### src/sv/sst_pkg.sv
// ----------------------------------------------------------------------------
// sst_pkg
// Shared request codes, status codes, controller states and the command and
// status bundles between the symbol table controller and its datapath.
// ----------------------------------------------------------------------------
package sst_pkg;

   // request codes
   localparam logic [2:0] REQ_PUSH      = 3'd0;
   localparam logic [2:0] REQ_POP       = 3'd1;
   localparam logic [2:0] REQ_DEF_VAR   = 3'd2;
   localparam logic [2:0] REQ_DEF_CONST = 3'd3;
   localparam logic [2:0] REQ_LOOKUP    = 3'd4;
   localparam logic [2:0] REQ_ASSIGN    = 3'd5;

   // response status codes
   localparam logic [2:0] ST_OK          = 3'd0;
   localparam logic [2:0] ST_NOT_FOUND   = 3'd1;
   localparam logic [2:0] ST_CONSTANT    = 3'd2;
   localparam logic [2:0] ST_DEFINED     = 3'd3;
   localparam logic [2:0] ST_TABLE_FULL  = 3'd4;
   localparam logic [2:0] ST_SCOPES_FULL = 3'd5;

   typedef enum logic [1:0] {
      S_IDLE,
      S_START,
      S_SCAN
   } state_type;

   // controller to datapath
   typedef struct packed {
      logic       load;
      logic       scan_init;
      logic       scan_step;
      logic       push;
      logic       pop;
      logic       define_wr;
      logic       assign_wr;
      logic       emit;
      logic       emit_value;
      logic [2:0] status;
   } cmd_type;

   // datapath to controller
   typedef struct packed {
      logic [2:0] op;
      logic       hit;
      logic       hit_const;
      logic       exhausted;
      logic       entries_full;
      logic       scopes_full;
      logic       rsp_free;
   } stat_type;

endpackage

### src/sv/sst_ctrl.sv
// ----------------------------------------------------------------------------
// sst_ctrl
// Sequencer for the symbol table: takes a request, runs the scope update or
// the newest-first entry search, and issues the final table update and the
// response.
// ----------------------------------------------------------------------------
module sst_ctrl (
   input  logic              clock,
   input  logic              reset,
   input  logic              req_valid,
   output logic              req_stall,
   input  sst_pkg::stat_type stat,
   output sst_pkg::cmd_type  cmd
);

   sst_pkg::state_type state_ff;
   sst_pkg::state_type state_in;
   logic               is_define;
   logic               scan_op;
   logic               scan_done;

   assign is_define = (stat.op == sst_pkg::REQ_DEF_VAR) ||
                      (stat.op == sst_pkg::REQ_DEF_CONST);
   assign scan_op   = is_define || (stat.op == sst_pkg::REQ_LOOKUP) ||
                      (stat.op == sst_pkg::REQ_ASSIGN);
   assign scan_done = stat.hit || stat.exhausted;
   assign req_stall = (state_ff != sst_pkg::S_IDLE);

   // next state
   always_comb begin
      state_in = state_ff;
      case (state_ff)
         sst_pkg::S_IDLE: begin
            if (req_valid) begin
               state_in = sst_pkg::S_START;
            end
         end
         sst_pkg::S_START: begin
            if (scan_op) begin
               state_in = sst_pkg::S_SCAN;
            end else if (stat.rsp_free) begin
               state_in = sst_pkg::S_IDLE;
            end
         end
         sst_pkg::S_SCAN: begin
            if (scan_done && stat.rsp_free) begin
               state_in = sst_pkg::S_IDLE;
            end
         end
         default: begin
            state_in = sst_pkg::S_IDLE;
         end
      endcase
   end

   // commands
   always_comb begin
      cmd        = '0;
      cmd.status = sst_pkg::ST_OK;
      case (state_ff)
         sst_pkg::S_IDLE: begin
            cmd.load = req_valid;
         end
         sst_pkg::S_START: begin
            if (scan_op) begin
               cmd.scan_init = 1'b1;
            end else if (stat.rsp_free) begin
               cmd.emit = 1'b1;
               case (stat.op)
                  sst_pkg::REQ_PUSH: begin
                     if (stat.scopes_full) begin
                        cmd.status = sst_pkg::ST_SCOPES_FULL;
                     end else begin
                        cmd.push = 1'b1;
                     end
                  end
                  sst_pkg::REQ_POP: begin
                     cmd.pop = 1'b1;
                  end
                  default: begin
                     cmd.status = sst_pkg::ST_OK;
                  end
               endcase
            end
         end
         sst_pkg::S_SCAN: begin
            if (!scan_done) begin
               cmd.scan_step = 1'b1;
            end else if (stat.rsp_free) begin
               cmd.emit = 1'b1;
               if (stat.hit) begin
                  // key found at the slot under compare
                  if (is_define) begin
                     cmd.status = sst_pkg::ST_DEFINED;
                  end else if (stat.op == sst_pkg::REQ_LOOKUP) begin
                     cmd.emit_value = 1'b1;
                  end else if (stat.hit_const) begin
                     cmd.status = sst_pkg::ST_CONSTANT;
                  end else begin
                     cmd.assign_wr = 1'b1;
                  end
               end else begin
                  // search ran out without a match
                  if (!is_define) begin
                     cmd.status = sst_pkg::ST_NOT_FOUND;
                  end else if (stat.entries_full) begin
                     cmd.status = sst_pkg::ST_TABLE_FULL;
                  end else begin
                     cmd.define_wr = 1'b1;
                  end
               end
            end
         end
         default: begin
            cmd.status = sst_pkg::ST_OK;
         end
      endcase
   end

   // state register
   always_ff @(posedge clock) begin
      if (reset) begin
         state_ff <= sst_pkg::S_IDLE;
      end else begin
         state_ff <= state_in;
      end
   end

endmodule

### config.mk
export PLATFORM = sky130hd
export DESIGN_NAME = sst_ctrl
export DESIGN_NICKNAME = d
export VERILOG_FILES = /design/src/sv/sst_pkg.sv /design/src/sv/sst_ctrl.sv
export SDC_FILE = /design/constraint.sdc
export NUM_CORES = 1
export LEC_CHECK = 0
export BUFFER_PORTS_ARGS = -buffer_cell sky130_fd_sc_hd__buf_2
export CAP_MARGIN = 30
export CORE_AREA = 2 2 39 41
export DETAILED_ROUTE_END_ITERATION = 10
export DIE_AREA = 0 0 41 43
export HOLD_SLACK_MARGIN = 0.02
export PLACE_DENSITY_LB_ADDON = 0.2
export SYNTH_ARGS = -nofsm -noshare
export SYNTH_HDL_FRONTEND = slang
export SYNTH_SLANG_ARGS = --single-unit
### constraint.sdc
create_clock -name clock -period 1.65 [get_ports clock]
set_clock_uncertainty 0.15 [all_clocks]
set_input_delay 0.0825 -clock clock [delete_from_list [all_inputs] [get_ports clock]]
set_output_delay 0.0825 -clock clock [all_outputs]
set_load 0.03 [all_outputs]
==> results of run 1 <==
## worst min-delay path by stage
stage / cells past startpoint / slack [ns] / endpoint
6_report: 3 / 0.14 / state_ff[0]$_SDFFE_PP0P_
5_1_grt: 3 / 0.17 / state_ff[0]$_SDFFE_PP0P_
4_1_cts: 3 / 0.12 / state_ff[0]$_SDFFE_PP0P_
3_5_place_dp: 2 / 0.12 / state_ff[1]$_SDFFE_PP0P_
3_3_place_gp: 2 / 0.12 / state_ff[1]$_SDFFE_PP0P_
2_1_floorplan: 1 / 0.005 / state_ff[1]$_SDFFE_PP0P_
## cell type report
class / instances / share of cell area, %
inverter: 8 / 5.009
clock buffer: 3 / 3.220
tap: 16 / 2.862
timing repair buffer: 29 / 26.65
sequential: 2 / 6.798
multi-input combinational: 43 / 55.46
## worst min-delay path, cell delays in order
cell	delay [ns]
buf_2	0.14
o31a_1	0.16
mux2i_1	0.08
## repair_timing
item,4_1_cts,5_1_grt
cloned,0,0
setup endpoints to repair,8,6
resized for setup,21,7
hold endpoints to repair,2,0
pin swaps,8,3
buffers inserted,2,0
hold buffers,1,0
## cell families after synthesis
logic type | Yosys count | synth area share [%]
DFF | 2 | 10.56
AOI/OAI and AO/OA | 12 | 21.45
adders and majority gates | 3 | 9.902
muxes | 2 | 6.600
and+or+nand+nor | 25 | 39.28
xor gates and xnor gates | 1 | 2.311
buffers and inverters | 9 | 9.902
## routing by layer
metal	routed length [um]	vias to the layer above	GRT usage (%)
met5	0	-	0
met1	440	205	11.15
met3	54	0	0
met2	611	15	25.00
li1	-	252	-
met4	0	0	6.000
## power by group through the flow
stage	clock network [mW]	logic [mW]	registers [mW]
floorplan	0	0.208	0.0689
global placement	0	0.285	0.0702
detailed placement	0	0.286	0.0709
CTS	0.116	0.350	0.0815
global route	0.119	0.395	0.0887
finish	0.110	0.360	0.0875
## layout by cell type, fill, tap and decap left out, types with 2 or more instances in the layout
cell,synthesis,layout
nand2b_1,3,3
nor2_1,3,3
dfxtp_4,0,2
and2_1,3,2
a21oi_1,2,2
ha_4,0,3
o21ai_1,1,2
nand2_1,3,3
buf_2,0,18
nand3_2,0,2
inv_4,0,2
buf_4,1,7
inv_1,8,6
buf_6,0,3
o21ai_0,3,2
clkbuf_4,0,3
## per-stage QoR
stage | util, % | instances | worst slack, ns | setup TNS (ns) | hold slack, ns
2_1_floorplan | - | 54 | -0.1145 | -0.1596 | 0.004883
3_3_place_gp | 39.69 | 95 | 0.04638 | 0 | 0.1191
3_5_place_dp | 39.69 | 95 | 0.02627 | 0 | 0.1221
4_1_cts | 48.73 | 101 | -0.01638 | -0.01638 | 0.1211
5_1_grt | 50.54 | 101 | -0.04693 | -0.1415 | 0.1674
6_report | 50.54 | 101 | 0.006138 | 0 | 0.1406
==> results.yml, run 1 <==
run_status:
  status: "complete, no violations"
floorplanning:
  die_x_um: 41
  die_y_um: 43
  dieArea_um2: 1763
  num_rows: 14
  initial_utilization_pct: 27.40
  io_pins: 25
  core_um2: 1384
setup_path:
  worstPathArrival_ns: 1.41
  crit_type: "reg2out"
  critPathBufInv: 3
  crit_chain: "inv_4 > ha_4 > nand2_1 > buf_4 > nor4_2 > buf_4"
  reg2regPathDepth: 6
  path_delay_family: "buffers and inverters"
  end_kind: "output pin"
  endpoint: "cmd[6]"
  slowest_delay_ns: 0.35
  cp_max_fo: 4
  worstReg2RegStart: "state_ff[1]$_SDFFE_PP0P_"
  critical_path_cell_count: 6
  cp-startpoint: "state_ff[0]$_SDFFE_PP0P_"
  cp_slowest_cell: "dfxtp_4"
  required_ns: 1.42
  crit_top_cell: "buf_4"
  crit_path_start_kind: "register"
  r2r_setup_slack_ns: 0.13
  timing.rr.end: "state_ff[1]$_SDFFE_PP0P_"
cells_and_area:
  fin_area_um2: 699.4
  layout-drive-gt1-share_pct: 60.00
  largest_reg_flops: 2
  top_register: "state_ff"
  multiInputGateArea_um2: 387.9
  final-seq-area_um2: 47.55
  n_fill_cell: 139
  antenna_cells: 0
  area_growth_pct: 84.49
  design.final.nets: 102
  largestRegisters: "state_ff x2"
placement:
  port_buffers: 24
  dpl_cell_area_um2: 549.3
  place_congestion: 0.7428
  place_hpwl_um: 808
clocking:
  clock_path_buffers: 2
  clk_pin_slew_ns: 0.03
  tritoncts: "yes"
  cts-root-buf: "clkbuf_4"
  cts_buffers: 3
  h-tree-depth: 1
  cts_sinks: 2
  clk_latency_ns: 0.23
pwr:
  clockPowerShare_pct: 19.8
  power_per_cell_area_nw_per_um2: 797.1
  power_frac_comb_pct: 64.5
  netSwitchingFraction_pct: 44.16
  leakagePower_nw: 0.3301
  ir_worst_vdd_mv: 0.5829
  finalPower_mw: 0.5575
  internal_power_mw: 0.3113
  power_switching_mw: 0.2462
  seqPwrFrac_pct: 15.7
sta:
  fmax_mhz: 608.3
  setup_violations: 0
  period_share_pct: 99.63
  tightestPinTransition_ns: 0.2623
  rsz0062_at_grt: "true"
  hold_viol: 0
  slew_headroom_pct: 82.48
  fin_crit_ns: 1.644
  slew_violations: 0
grt:
  grt_max_degree: 8
  antenna_found_initial: 0
  grtUsageTotal_pct: 12.41
  grt_pass1_wl_mm: 1.524
  first_global_vias: 430
  gr-total-overflow: 0
synthesis:
  syn_area_per_cell_um2: 7.021
  async_flop_share_pct: 0
  synth-edff-count: 0
  yosysTopAreaCellShare_pct: 10.56
  syn_inst: 54
  synthFlopType: "dfxtp_1"
  netlist_area_um2: 379.1
  yosys.area.top_type: "dfxtp_1"
  yosysMostFrequentCell: "inv_1"
  yosys-top-cells-area: "dfxtp_1 11%, ha_1 9.9%, inv_1 7.9%, and2_1 5.0%, nand2b_1 5.0%"
  ys_seq_area_share_pct: 10.56
  ys_warn_count: 0
  synth_nets: 69
  ys_ff_latch: 2
  synthDistinctLibCells: 30
drt:
  drt-pass1-iter-count: 2
  wirelength_mm: 1.106
  drtAntennaViolNets: 0
  wl_per_cell_um: 10.95
  vias: 472
  vias_per_cell: 4.673
  drt_iter0_markers: 1
  route.detailed.drc: 0
run:
  cap_violations: 0
min_path:
  min_from: "stat[0]"
  worstHoldPathType: "in2reg"
No activity file was read; power rests on OpenSTA's default activity.
==> run 2: changes to the inputs <==
SETUP_SLACK_MARGIN = 0.4   (was default)
==> results.yml, run 2 (synthesized netlist as in run 1, its figures left out) <==
sta:
  hold_slack_ns: 0.1806
  tightestPinTransition_ns: 0.4005
  setup_violations: 1
  setup_slack_ns: -0.00001932
  hold_viol: 0
  rsz0062_at_grt: "true"
  fmax_mhz: 606.1
  period_share_pct: 100.0
  slew_violations: 0
  slew_headroom_pct: 73.20
  fin_crit_ns: 1.650
grt:
  first_global_vias: 422
  grt.busiest_layer: "met2"
  use_met3_pct: 0.5236
  antenna_found_initial: 0
  grt_pass1_wl_mm: 1.752
  grt_max_degree: 8
  grt_use_met2_pct: 24.06
  met1_usage_pct: 16.19
  gr-total-overflow: 0
  grtUsageTotal_pct: 13.80
run_status:
  status: "finished with violations"
  violations: "setup timing"
drt:
  vias_per_cell: 4.830
  drt-pass1-iter-count: 4
  vias: 483
  wirelength_mm: 1.126
  drtAntennaViolNets: 0
  drt_iter0_markers: 1
  route.detailed.drc: 0
  wl_per_cell_um: 11.26
setup_path:
  crit_type: "reg2out"
  path_delay_family: "flip-flops"
  crit_path_start_kind: "register"
  cp_max_fo: 4
  crit_chain: "inv_4 > ha_4 > nand2_4 > nor3_2 > nand2_1 > a21boi_4 > buf_6"
  cp_slowest_cell: "dfxtp_4"
  critPathBufInv: 2
  end_kind: "output pin"
  worstPathArrival_ns: 1.42
  slowest_delay_ns: 0.35
  required_ns: 1.42
cells_and_area:
  final_cell_mix: "11 x buf_2, 10 x buf_6, 6 x inv_1, 6 x buf_4"
  top_register: "state_ff"
  antenna_cells: 0
  largestRegisters: "state_ff x2"
  design.final.nets: 101
  area_growth_pct: 118.5
  layout-drive-gt1-share_pct: 70.24
  n_fill_cell: 124
  final_common_cell: "buf_2"
  largest_reg_flops: 2
floorplanning:
  io_pins: 25
  num_rows: 14
  initial_utilization_pct: 27.40
  core_um2: 1384
  die_x_um: 41
  dieArea_um2: 1763
  die_y_um: 43
clocking:
  cts_buffers: 3
  tritoncts: "yes"
  cts_sinks: 2
  h-tree-depth: 1
  clk_latency_ns: 0.22
  clk_pin_slew_ns: 0.03
  clock_path_buffers: 2
  cts-root-buf: "clkbuf_4"
placement:
  place_hpwl_um: 850.5
  place_congestion: 0.7013
  port_buffers: 24
run:
  cap_violations: 0
pwr:
  ir_worst_vdd_mv: 0.5499
  power_per_cell_area_nw_per_um2: 718.5
  finalPower_mw: 0.5952
  leakagePower_nw: 0.3602
min_path:
  worstHoldPathType: "in2reg"
-- run 2: changes by cell type in the layout (fill, tap and decap cells not counted), moves of 2 or more --
cell | before | now
buf_2 | 18 | 11
buf_6 | 3 | 10
nand3_2 | 2 | 0
nand3_4 | 0 | 2
o21ai_0 | 2 | 0
o21ai_2 | 1 | 3
-- run 2: tightest hold or removal path: cells and delay by family --
kind / cells / cell delay [ns]
AOI/OAI and AO/OA: 2 / 0.21
and+or+nand+nor: 2 / 0.14
buffers and inverters: 1 / 0.08
-- run 2: through the flow --
stage                   TNS, ns  cell area, um2  setup WS [ns]  std cells  utilization, %
floorplan                     0           529.3         0.2721         54               -
global placement              0           661.9         0.1339         93           47.83
detailed placement            0           661.9         0.1220         93           47.83
CTS                    -0.03870           792.0       -0.01453         99           57.23
global route            -0.1627           828.3       -0.05800        100           59.86
finish              -0.00001932           828.3    -0.00001932        100           59.86
-- run 2: worst paths after layout --
kind / startpoint / to / slack, ns / depth (start not counted)
min reg2reg: state_ff[0]$_SDFFE_PP0P_ / state_ff[0]$_SDFFE_PP0P_ / 0.37 / 2
min: req_valid / state_ff[1]$_SDFFE_PP0P_ / 0.18 / 5
max: state_ff[0]$_SDFFE_PP0P_ / cmd[2] / -0.00002 / 7
max reg2reg: state_ff[0]$_SDFFE_PP0P_ / state_ff[1]$_SDFFE_PP0P_ / 0.07 / 7
-- run 2: layer usage --
metal	vias up	wire (um)
met4	0	0
met2	12	660
met3	0	51
li1	251	-
met5	-	0
met1	220	414
-- run 2: what timing repair did --
action                                  4_1_cts  5_1_grt
endpoints found under the setup margin       15       15
hold endpoints to repair                      2        0
setup buffers                                 2        1
hold buffers                                  1        0
resized for setup                            26        8
pin swaps                                     4        5
-- run 2: power breakdown --
group          leakage (nW)  internal [mW]  switching [mW]  total [mW]
logic                 0.329          0.184           0.217       0.401
registers            0.0178         0.0672          0.0215      0.0887
clock network        0.0138         0.0800          0.0258       0.106
total                 0.360          0.331           0.264       0.595
-- run 2: area by class of cell --
| class | count | area (um2) | share of cell area (%) |
|---|---|---|---|
| Clock buffer | 3 | 22.52 | 2.719 |
| Inverter | 8 | 35.03 | 4.230 |
| Multi-Input combinational cell | 43 | 480.5 | 58.01 |
| Sequential cell | 2 | 47.55 | 5.740 |
| Tap cell | 16 | 20.02 | 2.417 |
| Timing Repair Buffer | 28 | 222.7 | 26.89 |
